==> src/design/mls_pkg.sv <==
// ----------------------------------------------------------------------------
// mls_pkg
// Shared command codes and result flag type for the midpoint line stepper.
// ----------------------------------------------------------------------------
package mls_pkg;

    // Command codes carried on the input channel
    localparam logic CMD_LOAD    = 1'b0;
    localparam logic CMD_ADVANCE = 1'b1;

    // Per-result status flags
    typedef struct packed {
        logic pixel_valid;
        logic last_pixel;
    } mls_flags_t;

endpackage

==> src/design/mls_setup.sv <==
// ----------------------------------------------------------------------------
// mls_setup
// Line setup: major axis, start endpoint, minor direction and decision terms.
// ----------------------------------------------------------------------------
module mls_setup #(
    parameter int COORD_BITS = 10
) (
    input  logic [COORD_BITS-1:0]        start_x,
    input  logic [COORD_BITS-1:0]        start_y,
    input  logic [COORD_BITS-1:0]        end_x,
    input  logic [COORD_BITS-1:0]        end_y,
    output logic [COORD_BITS-1:0]        first_x,
    output logic [COORD_BITS-1:0]        first_y,
    output logic [COORD_BITS-1:0]        major_len,
    output logic [COORD_BITS:0]          inc_straight,
    output logic signed [COORD_BITS+1:0] inc_diagonal,
    output logic signed [COORD_BITS+2:0] decision_init,
    output logic                         minor_dir_negative,
    output logic                         major_is_y
);

    logic [COORD_BITS-1:0] adx;
    logic [COORD_BITS-1:0] ady;
    logic [COORD_BITS-1:0] minor_len;
    logic                  swap;
    logic [COORD_BITS-1:0] last_x;
    logic [COORD_BITS-1:0] last_y;

    always_comb begin
        adx = (end_x >= start_x) ? (end_x - start_x) : (start_x - end_x);
        ady = (end_y >= start_y) ? (end_y - start_y) : (start_y - end_y);
        major_is_y = (ady > adx);

        // Start from the lower end of the major axis
        if (major_is_y) begin
            swap = (start_y > end_y);
        end else begin
            swap = (start_x > end_x);
        end
        first_x = swap ? end_x : start_x;
        first_y = swap ? end_y : start_y;
        last_x  = swap ? start_x : end_x;
        last_y  = swap ? start_y : end_y;

        if (major_is_y) begin
            minor_dir_negative = (last_x < first_x);
            major_len = ady;
            minor_len = adx;
        end else begin
            minor_dir_negative = (last_y < first_y);
            major_len = adx;
            minor_len = ady;
        end

        inc_straight  = {minor_len, 1'b0};
        inc_diagonal  = $signed({1'b0, minor_len, 1'b0}) - $signed({1'b0, major_len, 1'b0});
        decision_init = $signed({2'b00, minor_len, 1'b0}) - $signed({3'b000, major_len});
    end

endmodule

==> src/design/mls_core.sv <==
// ----------------------------------------------------------------------------
// mls_core
// Line state registers and the per-item load or step update.
// ----------------------------------------------------------------------------
module mls_core #(
    parameter int COORD_BITS = 10
) (
    input  logic                         aclk,
    input  logic                         aresetn,
    input  logic                         fire,
    input  logic                         cmd,
    input  logic [COORD_BITS-1:0]        first_x,
    input  logic [COORD_BITS-1:0]        first_y,
    input  logic [COORD_BITS-1:0]        major_len,
    input  logic [COORD_BITS:0]          inc_straight,
    input  logic signed [COORD_BITS+1:0] inc_diagonal,
    input  logic signed [COORD_BITS+2:0] decision_init,
    input  logic                         minor_dir_negative,
    input  logic                         major_is_y,
    output logic [COORD_BITS-1:0]        res_x,
    output logic [COORD_BITS-1:0]        res_y,
    output mls_pkg::mls_flags_t          res_flags
);

    logic [COORD_BITS-1:0]        cur_x_reg,        cur_x_next;
    logic [COORD_BITS-1:0]        cur_y_reg,        cur_y_next;
    logic [COORD_BITS-1:0]        steps_left_reg,   steps_left_next;
    logic signed [COORD_BITS+2:0] decision_reg,     decision_next;
    logic [COORD_BITS:0]          inc_straight_reg, inc_straight_next;
    logic signed [COORD_BITS+1:0] inc_diagonal_reg, inc_diagonal_next;
    logic                         minor_neg_reg,    minor_neg_next;
    logic                         major_y_reg,      major_y_next;
    logic                         active_reg,       active_next;

    logic                  diag;
    logic [COORD_BITS-1:0] major_cur;
    logic [COORD_BITS-1:0] minor_cur;
    logic [COORD_BITS-1:0] major_new;
    logic [COORD_BITS-1:0] minor_new;

    always_comb begin
        cur_x_next        = cur_x_reg;
        cur_y_next        = cur_y_reg;
        steps_left_next   = steps_left_reg;
        decision_next     = decision_reg;
        inc_straight_next = inc_straight_reg;
        inc_diagonal_next = inc_diagonal_reg;
        minor_neg_next    = minor_neg_reg;
        major_y_next      = major_y_reg;
        active_next       = active_reg;

        diag      = !decision_reg[COORD_BITS+2] && (decision_reg != '0);
        major_cur = major_y_reg ? cur_y_reg : cur_x_reg;
        minor_cur = major_y_reg ? cur_x_reg : cur_y_reg;
        major_new = major_cur + COORD_BITS'(1);
        if (!diag) begin
            minor_new = minor_cur;
        end else if (minor_neg_reg) begin
            minor_new = minor_cur - COORD_BITS'(1);
        end else begin
            minor_new = minor_cur + COORD_BITS'(1);
        end

        res_x     = '0;
        res_y     = '0;
        res_flags = '0;

        if (cmd == mls_pkg::CMD_LOAD) begin
            cur_x_next        = first_x;
            cur_y_next        = first_y;
            steps_left_next   = major_len;
            decision_next     = decision_init;
            inc_straight_next = inc_straight;
            inc_diagonal_next = inc_diagonal;
            minor_neg_next    = minor_dir_negative;
            major_y_next      = major_is_y;
            active_next       = (major_len != '0);
            res_x                 = first_x;
            res_y                 = first_y;
            res_flags.pixel_valid = 1'b1;
            res_flags.last_pixel  = (major_len == '0);
        end else if (active_reg) begin
            cur_x_next      = major_y_reg ? minor_new : major_new;
            cur_y_next      = major_y_reg ? major_new : minor_new;
            steps_left_next = steps_left_reg - COORD_BITS'(1);
            if (diag) begin
                decision_next = decision_reg + (COORD_BITS+3)'(inc_diagonal_reg);
            end else begin
                decision_next = decision_reg + $signed({2'b00, inc_straight_reg});
            end
            active_next           = (steps_left_next != '0);
            res_x                 = cur_x_next;
            res_y                 = cur_y_next;
            res_flags.pixel_valid = 1'b1;
            res_flags.last_pixel  = (steps_left_next == '0);
        end
    end

    always_ff @(posedge aclk) begin
        if (!aresetn) begin
            cur_x_reg        <= '0;
            cur_y_reg        <= '0;
            steps_left_reg   <= '0;
            decision_reg     <= '0;
            inc_straight_reg <= '0;
            inc_diagonal_reg <= '0;
            minor_neg_reg    <= 1'b0;
            major_y_reg      <= 1'b0;
            active_reg       <= 1'b0;
        end else if (fire) begin
            cur_x_reg        <= cur_x_next;
            cur_y_reg        <= cur_y_next;
            steps_left_reg   <= steps_left_next;
            decision_reg     <= decision_next;
            inc_straight_reg <= inc_straight_next;
            inc_diagonal_reg <= inc_diagonal_next;
            minor_neg_reg    <= minor_neg_next;
            major_y_reg      <= major_y_next;
            active_reg       <= active_next;
        end
    end

endmodule

==> src/design/midpoint_line_stepper.sv <==
// ----------------------------------------------------------------------------
// midpoint_line_stepper
// Path: an input transfer goes to the input register, its result to the result
// register on m_. Throughput: one item per cycle unless m_ready stalls; a
// pixel's line state update is the single pass between the two registers.
// Reset: aresetn low empties both registers and clears the line (no line).
// ----------------------------------------------------------------------------
module midpoint_line_stepper #(
    parameter int COORD_BITS = 10
) (
    input  logic                  aclk,
    input  logic                  aresetn,
    input  logic                  s_valid,
    output logic                  s_ready,
    input  logic                  s_cmd,
    input  logic [COORD_BITS-1:0] s_start_x,
    input  logic [COORD_BITS-1:0] s_start_y,
    input  logic [COORD_BITS-1:0] s_end_x,
    input  logic [COORD_BITS-1:0] s_end_y,
    output logic                  m_valid,
    input  logic                  m_ready,
    output logic [COORD_BITS-1:0] m_pixel_x,
    output logic [COORD_BITS-1:0] m_pixel_y,
    output logic                  m_pixel_valid,
    output logic                  m_last_pixel
);

    logic                  in_valid_reg, in_valid_next;
    logic                  cmd_reg;
    logic [COORD_BITS-1:0] start_x_reg;
    logic [COORD_BITS-1:0] start_y_reg;
    logic [COORD_BITS-1:0] end_x_reg;
    logic [COORD_BITS-1:0] end_y_reg;

    logic                  res_valid_reg, res_valid_next;
    logic [COORD_BITS-1:0] res_x_reg;
    logic [COORD_BITS-1:0] res_y_reg;
    mls_pkg::mls_flags_t   res_flags_reg;

    logic                         advance;
    logic                         fire;
    logic                         in_xfer;
    logic [COORD_BITS-1:0]        first_x;
    logic [COORD_BITS-1:0]        first_y;
    logic [COORD_BITS-1:0]        major_len;
    logic [COORD_BITS:0]          inc_straight;
    logic signed [COORD_BITS+1:0] inc_diagonal;
    logic signed [COORD_BITS+2:0] decision_init;
    logic                         minor_dir_negative;
    logic                         major_is_y;
    logic [COORD_BITS-1:0]        res_x;
    logic [COORD_BITS-1:0]        res_y;
    mls_pkg::mls_flags_t          res_flags;

    assign advance = !res_valid_reg || m_ready;
    assign fire    = in_valid_reg && advance;
    assign s_ready = !in_valid_reg || advance;
    assign in_xfer = s_valid && s_ready;

    always_comb begin
        in_valid_next = in_valid_reg;
        if (in_xfer) begin
            in_valid_next = 1'b1;
        end else if (fire) begin
            in_valid_next = 1'b0;
        end
        res_valid_next = res_valid_reg;
        if (fire) begin
            res_valid_next = 1'b1;
        end else if (m_ready) begin
            res_valid_next = 1'b0;
        end
    end

    mls_setup #(.COORD_BITS(COORD_BITS)) u_setup (
        .start_x            (start_x_reg),
        .start_y            (start_y_reg),
        .end_x              (end_x_reg),
        .end_y              (end_y_reg),
        .first_x            (first_x),
        .first_y            (first_y),
        .major_len          (major_len),
        .inc_straight       (inc_straight),
        .inc_diagonal       (inc_diagonal),
        .decision_init      (decision_init),
        .minor_dir_negative (minor_dir_negative),
        .major_is_y         (major_is_y)
    );

    mls_core #(.COORD_BITS(COORD_BITS)) u_core (
        .aclk               (aclk),
        .aresetn            (aresetn),
        .fire               (fire),
        .cmd                (cmd_reg),
        .first_x            (first_x),
        .first_y            (first_y),
        .major_len          (major_len),
        .inc_straight       (inc_straight),
        .inc_diagonal       (inc_diagonal),
        .decision_init      (decision_init),
        .minor_dir_negative (minor_dir_negative),
        .major_is_y         (major_is_y),
        .res_x              (res_x),
        .res_y              (res_y),
        .res_flags          (res_flags)
    );

    always_ff @(posedge aclk) begin
        if (!aresetn) begin
            in_valid_reg  <= 1'b0;
            res_valid_reg <= 1'b0;
        end else begin
            in_valid_reg  <= in_valid_next;
            res_valid_reg <= res_valid_next;
        end
    end

    // Payload registers: no reset
    always_ff @(posedge aclk) begin
        if (in_xfer) begin
            cmd_reg     <= s_cmd;
            start_x_reg <= s_start_x;
            start_y_reg <= s_start_y;
            end_x_reg   <= s_end_x;
            end_y_reg   <= s_end_y;
        end
        if (fire) begin
            res_x_reg     <= res_x;
            res_y_reg     <= res_y;
            res_flags_reg <= res_flags;
        end
    end

    assign m_valid       = res_valid_reg;
    assign m_pixel_x     = res_x_reg;
    assign m_pixel_y     = res_y_reg;
    assign m_pixel_valid = res_flags_reg.pixel_valid;
    assign m_last_pixel  = res_flags_reg.last_pixel;

endmodule

==> config.mk <==
export PLATFORM = sky130hd
export DESIGN_NAME = midpoint_line_stepper
export DESIGN_NICKNAME = d
export VERILOG_FILES = /design/src/design/mls_pkg.sv /design/src/design/mls_setup.sv /design/src/design/mls_core.sv /design/src/design/midpoint_line_stepper.sv
export SDC_FILE = /design/constraint.sdc
export NUM_CORES = 1
export LEC_CHECK = 0
export ABC_AREA = 1
export BUFFER_PORTS_ARGS = -buffer_cell sky130_fd_sc_hd__buf_2
export CAP_MARGIN = 20
export CORE_MARGIN = 2
export CORE_UTILIZATION = 37
export CTS_CLUSTER_DIAMETER = 30
export CTS_CLUSTER_SIZE = 25
export DETAILED_ROUTE_END_ITERATION = 16
export PLACE_DENSITY_LB_ADDON = 0.15
export SLEW_MARGIN = 20
export SYNTH_ARGS = -nofsm -noshare
export SYNTH_HDL_FRONTEND = slang
export SYNTH_SLANG_ARGS = --single-unit
==> constraint.sdc <==
create_clock -name aclk -period 4.7 [get_ports aclk]
set_input_delay 0.235 -clock aclk [delete_from_list [all_inputs] [get_ports aclk]]
set_output_delay 0.235 -clock aclk [all_outputs]
set_load 0.005 [all_outputs]
# == After elaboration in Yosys (flattened, before gate mapping) ==
# Index checks and enable logic that the tools add are counted.
# word_totals
regBits,133
latch_bits,0
ramBits,0
rom_bits,0
in_bits,45
output_inout_bits,24
elab_cells,95
memories,0
# classes
addsub,12
multipliers,0
div_mod_pow,0
order_cmp,7
eq_ne,1
shift,0
n_mux,37
bitwise_logic,1
reduce_logical,17
# ops
cell,count
$mux W10,24
$sub A10 B10 Y10,4
$mux W13,3
$gt A10 B10 Y1,3
$add A13 B12 Y13,2
$add A10 B1 Y10 const B,2
$ge A10 B10 Y1,2
$logic_not A10 Y1,2
$lt A10 B10 Y1,2
$reduce_bool A10 Y1,2
$sub A10 B1 Y10 const B,2
$reduce_bool A13 Y1,1
$sub A11 B10 Y12,1
$sub A11 B11 Y12,1
$mux W1,9
$reduce_and A2 Y1,2
$reduce_bool A2 Y1,2
$logic_and A1 B1 Y1,3
$logic_not A1 Y1,3
$logic_or A1 B1 Y1,2
$mux W2,1
$ne A2 B1 Y1 const B,1
$not A1 Y1,1

# == Longest topological paths before layout ==
# Gate-level depths: netlist (run 1).
# logic_depth
depth_word,7
mapped_depth,37
ltp_nobuf,36

# == Modules after synthesis ==
# Synthesis (run 1) repeated with hierarchy kept, for this count alone.
# unflattened
cells_unflattened,1770
hier_area_um2,11568.6
# by_module_without_submodules
mod,instances,cells_per_inst,area_each_um2,seq_area_each_um2
mls_core,1,873,5253.8,1381.3
mls_setup,1,821,4327.9,0.0
midpoint_line_stepper,1,76,1986.9,1931.9

# == Worst setup path after synthesis (run 1) ==
# OpenSTA, ideal clock, no wires.
# synth_timing
kind,register to register
startpoint,register end_x_reg[0]
endpoint,register u_core.decision_reg[6]
setup_ps,70
arrival_time_ps,4439
required_ps,4630
slack_ps,191
path_stages_with_launch,34
n_path_buf,3
period_less_slack_ps,4509
path_cell_list,edfxtp_1 > inv_1 > ha_1 > inv_1 > fa_1 > nand3_2 > nor2_2 > nand2_1 > nand2_1 > nor2_4 > nand2_4 > buf_6 > nand2_2 > nand2_1 > ha_1 > nand2_1 > nor2_1 > nand3_1 > nand3_1 > nand2_1 > buf_4 > buf_6 > o21ai_2 > inv_2 > fa_1 > inv_1 > a21oi_1 > a21oi_2 > nand2_1 > nand3_1 > nand2_1 > a21oi_1 > o21ai_1 > a21oi_1
# synth_via
elab_chain_len,6
word_cells_on_any_way,9
cone_classes,add/sub: 3; order compare: 2; mux: 4
# synth_lines
item,line_no,rtl
start: declaration,midpoint_line_stepper.sv:32,logic [COORD_BITS-1:0] end_x_reg;
start signal: assignment,midpoint_line_stepper.sv:124,end_x_reg <= s_end_x;
$sub A10 B10 Y10 / $ge A10 B10 Y1 (equally long branches),mls_setup.sv:30,adx = (end_x >= start_x) ? (end_x - start_x) : (start_x - end_x);
$mux W10 (*),mls_setup.sv:30,
$gt A10 B10 Y1,mls_setup.sv:32,major_is_y = (ady > adx);
$mux W10,mls_setup.sv:45,if (major_is_y) begin
$sub A11 B10 Y12 (*),mls_setup.sv:57,"decision_init = $signed({2'b00, minor_len, 1'b0}) - $signed({3'b000, major_len});"
$mux W13 (*),mls_core.sv:68,if (cmd == mls_pkg::CMD_LOAD) begin
end signal: assignment,mls_core.sv:114,decision_reg <= decision_next;
end: declaration,mls_core.sv:28,"logic signed [COORD_BITS+2:0] decision_reg, decision_next;"
# Mark *: on every way between the ends. The rest lies on a longest branch, timed or not.
# A chain may end at the register's enable or synchronous reset.

# == Final worst setup path (run 1) ==
# Ends and elaborated chain as after synthesis.

==> flow_summary_export.csv, run 1 <==
group,metric,value,unit
detailed_routing,via_per_inst,5.00,
synthesis,synth_nets,1793,
floorplan,boundaryPins,69,
floorplan,rows,63,
place,dpl.hpwl,26600,um
place,gp_congestion,0.987,
critical_path,cp-end-kind,"flip-flop",
timing,tns,0,ps
detailed_routing,totalWireLength,35100,um
critical_path,r2r-start,"end_x_reg[0]",
grt,grt_pass1_wl,54600,um
timing,relSlewSlack,34.0,%
cts,cts_tree,"done",
critical_path,cp-start-kind,"flip-flop",
pwr,total_power,6.83,mW
synthesis,synth_edf_count,63,
timing,drv_slew,0,
detailed_routing,ant_nets,0,
synthesis,synth_top_cell_area_share,16.8,%
timing,skew,11.3,ps
synthesis,synth_area_leaders,"edfxtp_1 17%, nand2_1 15%, dfxtp_1 12%, ha_1 8.7%, inv_1 8.4%",
timing,hold_viol_final,0,
detailed_routing,drtIter0Drc,608,
detailed_routing,num_vias,11200,
pwr,peakVddDrop,0.000277,V
cts,clkTransAtPathRegs,60,ps
synthesis,syn_inst,1663,
synthesis,post-synth-top-count-cell,"nand2_1",
grt,grt_pass1_vias,10400,
critical_path,cp.required,5070,ps
grt,gr-usage-all-layers,22.4,%
critical_path,critPathArrivalTime,4820,ps
floorplan,fp.dieH,178,um
synthesis,synth_warnings,0,
synthesis,synthArstFlopShare,0,%
floorplan,dieArea,31800,um^2
critical_path,timing.critical_path.from,"end_x_reg[0]",
cts,clk-insertion-delay-late,440,ps
cells_and_area,syn_to_final_growth,25.2,%
outcome,outcome,"complete, no violations",
synthesis,ys_types,52,
synthesis,ys_seq_area_share,29.1,%
cts,htree_num_levels,4,
cells_and_area,num-nets-final,1956,
timing,timing.final.crit_period,4440,ps
critical_path,slowest_stage,"edfxtp_1",
timing,period_share,94.6,%
synthesis,syn_avg_cell_area,6.75,um^2
worst_hold_path,hp-start,"s_valid",
detailed_routing,drt_drc_violations_left,0,
critical_path,path_max_fanout,7,
detailed_routing,detail_route.wl_per_cell,15.7,um
grt,grt_overflow,0,
synthesis,synth_area_leader_cell,"edfxtp_1",
cells_and_area,drive_gt1_share,20.4,%
synthesis,netlist_area,11200,um^2
critical_path,path_class,"flip-flop to flip-flop",
detailed_routing,dr.pass1.iters,6,
timing,worst_slew_pin_slew,990,ps
timing,fmax,0.225,GHz
flow_run,drv_cap,0,
grt,antenna_found_initial,5,
cts,clockBufferDepth,2,
synthesis,ys_ff_latch,132,
floorplan,initial_core_util,37.7,%
critical_path,slowest_delay,400,ps
critical_path,critPathBufInv,6,
worst_hold_path,hp-class,"primary input to flip-flop",
pwr,powerDensity,486,nW/um^2
cts,root_buffer,"clkbuf_16",
floorplan,core,29800,um^2
synthesis,synth-main-ff-cell,"dfxtp_1",
pwr,p_leak,6.74,nW
cts,cts.sinks,132,
grt,grt_max_degree,60,
synthesis,synthTopCellsByCount,"438 x nand2_1, 250 x inv_1, 152 x o21ai_0",
critical_path,cpLargestDelayFamily,"simple AND/OR/NAND/NOR gates",
place,io_buffer_count,68,
timing,finalSetupViolCount,0,
floorplan,die_w,178,um
cells_and_area,largest_register_ffs,13,
cts,cts_made_buffers,17,
logic make-up (layout without fill, tap and decap cells):
logic type,count (synthesis),after routing,share of synthesized area [%]
AOI/OAI and AO/OA,362,362,17.8
muxes,1,1,0.0891
adders and majority gates,85,85,9.94
buffers and inverters,323,497,11.3
DFF,132,132,29.1
xor gates and xnor gates,49,49,3.82
other,0,1,0
and+or+nand+nor,711,713,27.9
routing by layer:
metal	vias up	wire (um)	part of all wire, %	global-route usage [%]
met3	42	1670	4.8	4.37
met1	5097	16200	46	29.7
met2	272	16500	47	36.8
met4	2	678	1.9	6.61
li1	5748	-	-	-
met5	-	69	0.20	1.76
worst reg2reg max path: cells and delay by family, from the launching register on:
family | cells | cell delay, ps
flops | 1 | 400
fa+ha+maj | 4 | 1140
buf+inv | 6 | 550
compound gates | 6 | 700
simple gates | 16 | 1570
power breakdown:
group / switching (mW) / internal [mW] / total [mW]
sequential: 0.0523 / 1.31 / 1.36
combinational: 2.58 / 1.57 / 4.15
clock: 0.550 / 0.776 / 1.33
through the flow:
stage	util [%]	cell area, um^2	worst slack [ps]	hold slack [ps]	instances
final	47.2	14100	255	83.7	2230
after global placement	41.3	12300	78.9	411	2132
after CTS	44.6	13300	23.3	59.3	2205
after floorplan	-	11200	191	334	1663
after detailed placement	41.3	12300	-8.57	413	2132
after global routing	47.2	14100	-31.5	82.1	2229
path summary, 6_finish.rpt:
| check | to | slack, ps | cells past startpoint |
|---|---|---|---|
| worst max-delay path | u_core.decision_reg[6] | 260 | 32 |
| worst min-delay path | in_valid_reg | 80 | 3 |
| worst min register to register | u_core.inc_diagonal_reg[2] | 450 | 2 |
| worst max register to register | u_core.decision_reg[6] | 260 | 32 |
area by class of cell:
type	count	area, um^2
fillers	3055	15700
clock inverters	13	135
flip-flops and latches	132	3270
inverters	262	983
diodes	1	2.50
clock buffers	19	433
multi-input cells	1210	7260
repair buffers	203	1490
well taps	390	488
repair_timing:
| item | CTS | global route |
|---|---|---|
| endpoints found under the hold margin | 41 | 0 |
| gates cloned | 0 | 2 |
| pin swaps | 0 | 42 |
| hold buffers | 41 | 0 |
| resized for setup | 1 | 133 |
| setup endpoints to repair | 4 | 64 |
| buffers inserted | 0 | 22 |
layout by cell type (no fill, tap or decap), types with 36 or more instances in the layout:
cell           instances
nor2_1                69
nand3_1               88
a21oi_1              119
o21ai_0              151
buf_2                 68
nand2_2               51
xor2_1                36
dlygate4sd3_1         41
inv_1                240
edfxtp_1              63
ha_1                  55
dfxtp_1               69
nand2_1              411
buf_4                 86
(Power assumes the default switching activity.)
==> run 2: changes to the inputs <==
- CELL_PAD_IN_SITES_DETAIL_PLACEMENT: not set -> 1
- CELL_PAD_IN_SITES_GLOBAL_PLACEMENT: not set -> 2
- CORE_UTILIZATION: 37 -> 32
==> run 2 against run 1 <==
Against the previous run: fmax is 1.6% lower; sequential power hardly changed; final cell count is 5.7% higher; global-route usage is 0.63 points higher; critical path depth is 1 lower; via count is 4.5% higher; routed wire length is 20% higher; final area is 5.3% higher; clock-buffer cell count is 1 lower; power is 9.7% higher; utilization is 4.3 points lower; clock skew is 2.2 ps higher; critical endpoint is now u_core.decision_reg[7]; largest cell class unchanged; highest routed layer is now met4.
==> flow_summary_export.csv, run 2 (same netlist as run 1, synthesis figures left out) <==
group,metric,value,unit
outcome,outcome,"complete, no violations",
timing,timing.final.crit_period,4520,ps
grt,grt_pass1_vias,11800,
cells_and_area,final_common_cell,"nand2_1",
timing,drv_slew,0,
place,place_inst,2250,
cells_and_area,num-nets-final,2017,
cts,cts_made_buffers,17,
place,dpl.hpwl,32300,um
timing,relSlewSlack,31.1,%
pwr,switching_share,47.3,%
pwr,internal_power,3.95,mW
timing,finalSetupViolCount,0,
cts,clk-insertion-delay-late,460,ps
cts,clockBufferDepth,2,
cts,cts_tree,"done",
pwr,peakVddDrop,0.000360,V
critical_path,cp.required,5030,ps
critical_path,critPathArrivalTime,4850,ps
place,gp_congestion,0.898,
floorplan,core,34500,um^2
floorplan,rows,68,
detailed_routing,dr.pass1.iters,4,
floorplan,fp.dieH,191,um
cts,cts.sinks,132,
grt,grt_pass1_wl,64300,um
timing,fmax,0.221,GHz
cts,clkTransAtPathRegs,70,ps
detailed_routing,detail_route.wl_per_cell,17.9,um
critical_path,slowest_delay,390,ps
critical_path,slowest_stage,"edfxtp_1",
grt,antenna_found_initial,4,
floorplan,dieArea,36600,um^2
place,io_buffer_count,68,
pwr,seqPwrFrac,18.2,%
timing,period_share,96.1,%
critical_path,path_max_fanout,7,
critical_path,r2r_slack,180,ps
floorplan,boundaryPins,69,
pwr,p_comb_share,63.3,%
cells_and_area,drive_gt1_share,24.6,%
pwr,p_leak,7.10,nW
critical_path,cp-start-kind,"flip-flop",
critical_path,path_class,"flip-flop to flip-flop",
detailed_routing,drtIter0Drc,531,
pwr,powerDensity,506,nW/um^2
cts,root_buffer,"clkbuf_16",
timing,whs,78.6,ps
worst_hold_path,min_path_cells,4,
cells_and_area,layout_common_cells,"398 x nand2_1, 238 x inv_1, 143 x buf_4, 137 x o21ai_0, 115 x a21oi_1",
detailed_routing,via_per_inst,4.95,
grt,gr-usage-all-layers,23.0,%
cts,htree_num_levels,4,
detailed_routing,highest-signal-layer,"met4",
detailed_routing,totalWireLength,42100,um
flow_run,drv_cap,0,
worst_hold_path,hp-start,"m_ready",
critical_path,reg2reg_depth,31,
detailed_routing,wl_met2,20500,um
timing,tns,0,ps
detailed_routing,wl_met3,1210,um
cells_and_area,largest_register_ffs,13,
pwr,p_sw,3.55,mW
detailed_routing,num_vias,11700,
critical_path,cp-end-kind,"flip-flop",
critical_path,reg2reg_to,"u_core.decision_reg[7]",
worst_hold_path,hp-class,"primary input to flip-flop",
timing,worst_slew_pin_slew,1030,ps
detailed_routing,drt_drc_violations_left,0,
grt,grt_overflow,0,
timing,skew,13.6,ps
timing,hold_viol_final,0,
pwr,p_clk_share,18.6,%
cells_and_area,syn_to_final_growth,31.8,%
critical_path,r2r-start,"end_y_reg[0]",
grt,grt_max_degree,51,
floorplan,initial_core_util,32.5,%
worst_hold_path,hold_end,"m_valid",
detailed_routing,ant_nets,0,
cells_and_area,fin_cells,2357,
detailed_routing,drt-met1-wl,19900,um
critical_path,crit_top_cell,"nand2_2",
floorplan,die_w,191,um
## run 2: cell types whose count changed in the layout (fill, tap and decap cells not counted), moves of 5 or more
cell	delta
nand2_4	+5
o21ai_2	+5
nand2_2	+8
nor2_2	-5
o21ai_1	+12
nand2_1	-13
buf_4	+57
nor2_4	+7
o21ai_0	-14
## run 2: final cells by class
cell class | instances | area, um^2
repair buffers | 265 | 2030
clock inverters | 14 | 153
inverters | 262 | 986
well taps | 455 | 569
diodes | 2 | 5.00
fillers | 4429 | 19700
clock buffers | 18 | 429
flip-flops and latches | 132 | 3270
multi-input cells | 1209 | 7360
## run 2: worst max-delay path by stage
stage / from / end / slack (ps)
2_1_floorplan: end_x_reg[0] / u_core.decision_reg[6] / 190
3_3_place_gp: end_x_reg[0] / u_core.minor_neg_reg / -50
3_5_place_dp: end_y_reg[0] / u_core.decision_reg[10] / -170
4_1_cts: end_x_reg[0] / u_core.decision_reg[8] / 7
5_1_grt: end_x_reg[0] / u_core.decision_reg[12] / -110
6_report: end_y_reg[0] / u_core.decision_reg[7] / 180
## run 2: what timing repair did
item | in CTS | in global routing
cloned | 1 | 3
resized for setup | 17 | 161
buffers inserted | 2 | 26
pin swaps | 2 | 48
hold buffers | 41 | 0
setup endpoints to repair | 19 | 61
hold endpoints to repair | 41 | 0
## run 2: worst max-delay path: cells and delay by family, from the launching register on
family | cells | cell delay, ps
compound gates | 5 | 590
fa+ha+maj | 3 | 970
flops | 1 | 390
simple gates | 17 | 1610
buf+inv | 6 | 820
## run 2: layer usage
layer,up-vias,track usage (%)
met2,131,39.1
met4,0,5.95
met1,5627,30.5
met3,33,3.40
met5,-,0
li1,5876,-
## run 2: power by group through the flow
stage | registers, mW | logic (mW) | clock network (mW)
after floorplan | 1.37 | 2.37 | 0
after global placement | 1.38 | 4.01 | 0
after detailed placement | 1.38 | 4.06 | 0
after CTS | 1.36 | 4.13 | 1.43
after global routing | 1.37 | 5.21 | 1.47
final | 1.36 | 4.75 | 1.39
## run 2: through the flow
stage	total power, mW	worst slack (ps)	utilization (%)	area (um^2)
finish	7.50	183	42.9	14800
floorplan	3.74	191	-	11200
detailed placement	5.44	-172	37.2	12800
global route	8.05	-107	42.8	14800
global placement	5.39	-47.5	37.1	12800
CTS	6.92	7.26	40.3	13900
==> run 3: changes to the inputs <==
- ABC_AREA: 1 -> not set
- CORE_UTILIZATION: 32 -> 34
==> run 3 against run 2 <==
Against the previous run: the flow now finishes with violations (setup timing); final area increased by 10%; final cell count decreased by 10%; die area decreased by 11%; critical path depth decreased by 2; power increased by 21%; synthesized area decreased by 5.3%; utilization increased by 10 points; critical path type unchanged; critical endpoint is now u_core.decision_reg[10]; largest cell class unchanged.
==> flow_summary_export.csv, run 3 <==
group,metric,value,unit
floorplan,rows,64,
floorplan,dieArea,32700,um^2
pwr,p_clk_share,15.0,%
detailed_routing,drt_drc_violations_left,0,
detailed_routing,drtIter0Drc,550,
pwr,peakVddDrop,0.000419,V
critical_path,path_class,"flip-flop to flip-flop",
timing,relSlewSlack,33.4,%
critical_path,slowest_stage,"or4_4",
floorplan,fp.dieH,181,um
cts,cts_made_buffers,17,
critical_path,cp-end-kind,"flip-flop",
cells_and_area,nFillCells,3466,
flow_run,drv_cap,0,
synthesis,synth_edf_count,63,
pwr,switching_share,41.6,%
cells_and_area,syn_to_final_growth,53.6,%
timing,timing.final.crit_period,6460,ps
cells_and_area,drive_gt1_share,38.6,%
cts,cts.sinks,132,
timing,period_share,137,%
place,io_buffer_count,68,
synthesis,syn_inst,1273,
synthesis,synth_nets,1403,
detailed_routing,detail_route.wl_per_cell,20.2,um
synthesis,synth_top_cell_area_share,17.8,%
pwr,p_comb_share,69.5,%
outcome,violations,"setup timing",
grt,grt_overflow,0,
cells_and_area,diodes,0,
synthesis,ys_seq_area_share,30.8,%
pwr,seqPwrFrac,15.5,%
cells_and_area,layout_common_cells,"305 x buf_4, 124 x nand2_1, 85 x inv_1, 72 x ha_1",
cells_and_area,final_common_cell,"buf_4",
place,place_inst,1964,
timing,setup_slack,-1760,ps
synthesis,synthArstFlopShare,0,%
place,postPlaceCellArea,13500,um^2
synthesis,synth_area_leader_cell,"edfxtp_1",
pwr,internal_power,5.31,mW
synthesis,synth_warnings,0,
detailed_routing,dr.pass1.iters,5,
critical_path,cp-start-kind,"flip-flop",
timing,rsz0062_at_grt,"yes",
cts,clk-insertion-delay-late,460,ps
place,gp_congestion,0.863,
cells_and_area,multi_input_area,7810,um^2
grt,gr-usage-all-layers,25.9,%
timing,worst_slew_pin_slew,999,ps
detailed_routing,ant_nets,0,
pwr,p_sw,3.79,mW
grt,antenna_found_initial,0,
detailed_routing,totalWireLength,42700,um
grt,grt_pass1_vias,12200,
floorplan,core,30700,um^2
critical_path,cp.required,5100,ps
cells_and_area,fin_cells,2110,
detailed_routing,via_per_inst,5.33,
synthesis,synthTopCellsByCount,"138 x nand2_1, 111 x o21ai_0, 89 x inv_1",
critical_path,critPathArrivalTime,6860,ps
timing,drv_slew,0,
detailed_routing,num_vias,11200,
synthesis,netlist_area,10600,um^2
grt,grt_pass1_wl,66500,um
timing,finalSetupViolCount,84,
synthesis,synth_area_leaders,"edfxtp_1 18%, dfxtp_1 13%, ha_1 9.2%, o21ai_0 5.2%, nand2_1 4.9%",
floorplan,initial_core_util,34.7,%
grt,grt_max_degree,49,
critical_path,slowest_delay,550,ps
cts,clockBufferDepth,2,
synthesis,ys_ff_latch,132,
cts,htree_num_levels,4,
timing,hold_viol_final,0,
synthesis,synth-main-ff-cell,"dfxtp_1",
floorplan,boundaryPins,69,
outcome,outcome,"complete, but fails checks",
pwr,p_leak,7.17,nW
cells_and_area,seqCellArea,3270,um^2
cells_and_area,num-nets-final,1831,
floorplan,die_w,181,um
critical_path,crit_top_cell,"inv_1",
synthesis,ys_types,86,
synthesis,post-synth-top-count-cell,"nand2_1",
pwr,powerDensity,557,nW/um^2
place,dpl.hpwl,29200,um
cells_and_area,fin_area,16300,um^2
cts,clkTransAtPathRegs,70,ps
synthesis,syn_avg_cell_area,8.35,um^2
timing,fmax,0.155,GHz
cts,root_buffer,"clkbuf_16",
critical_path,path_max_fanout,7,
cts,cts_tree,"done",
timing,skew,11.8,ps
worst_hold_path,hp-class,"primary input to flip-flop",
cells_and_area,largest_register_ffs,13,
run 3: worst paths after layout:
check / startpoint / to / slack, ps / depth (start not counted)
max: end_y_reg[0] / u_core.decision_reg[10] / -1760 / 29
min: s_cmd / cmd_reg / 30 / 1
max reg2reg: end_y_reg[0] / u_core.decision_reg[10] / -1760 / 29
min reg2reg: u_core.inc_straight_reg[5] / u_core.inc_straight_reg[5] / 450 / 2
run 3: repair_timing:
action                     CTS  global route
cloned                       5             0
resized for setup          227            89
hold endpoints to repair    41             0
pin swaps                   73            64
hold buffers                41             0
setup endpoints to repair   86            87
setup buffers               62            22
run 3: cell type report:
type | count | share of cell area [%]
clock buffer | 17 | 2.60
clock inverter | 15 | 0.889
inverter | 90 | 2.07
multi-input combinational | 989 | 47.8
sequential | 132 | 20.0
tap | 396 | 3.03
timing repair buffer | 471 | 23.5
run 3: cells by family after synthesis:
group | Yosys count | share of synthesized area [%]
AND/OR/NAND/NOR | 398 | 18.6
AO/OA/AOI/OAI | 395 | 24.4
buffers and inverters | 152 | 5.55
flip-flops | 132 | 30.8
adder cells (fa/ha/maj) | 90 | 11.0
XOR/XNOR | 56 | 4.68
multiplexers | 50 | 4.99
run 3: stage by stage:
step                hold WS [ps]  setup WS [ps]  setup TNS [ps]  util [%]  total power, mW
floorplan                    334          -1700          -40110         -             3.82
global placement             411          -1640          -66950      44.2             5.59
detailed placement           414          -1840          -80300      44.2             5.66
CTS                         13.8          -1660          -65700      51.9             8.67
global route                5.82          -1990          -97590      53.3             9.59
finish                      34.1          -1760          -77870      53.3             9.09
run 3: power by group through the flow:
stage,Clock [mW],Sequential (mW),Combinational (mW)
global placement,0,1.42,4.16
global route,1.44,1.42,6.72
detailed placement,0,1.43,4.23
finish,1.36,1.41,6.33
floorplan,0,1.41,2.41
CTS,1.38,1.40,5.88
run 3: worst max-delay path, delay by kind of cell (launching register included):
kind,cells,cell delay (ps)
compound gates,11,1940
fa+ha+maj,5,1700
simple gates,6,1560
buf+inv,6,600
flops,1,390
mux,1,190
run 3: per-layer routing:
metal | vias up | global-route usage (%) | wire, um
met5 | - | 0 | 0
met4 | 0 | 8.61 | 1220
met3 | 58 | 4.60 | 1300
met2 | 184 | 45.4 | 21400
met1 | 5555 | 32.0 | 18800
li1 | 5446 | - | -
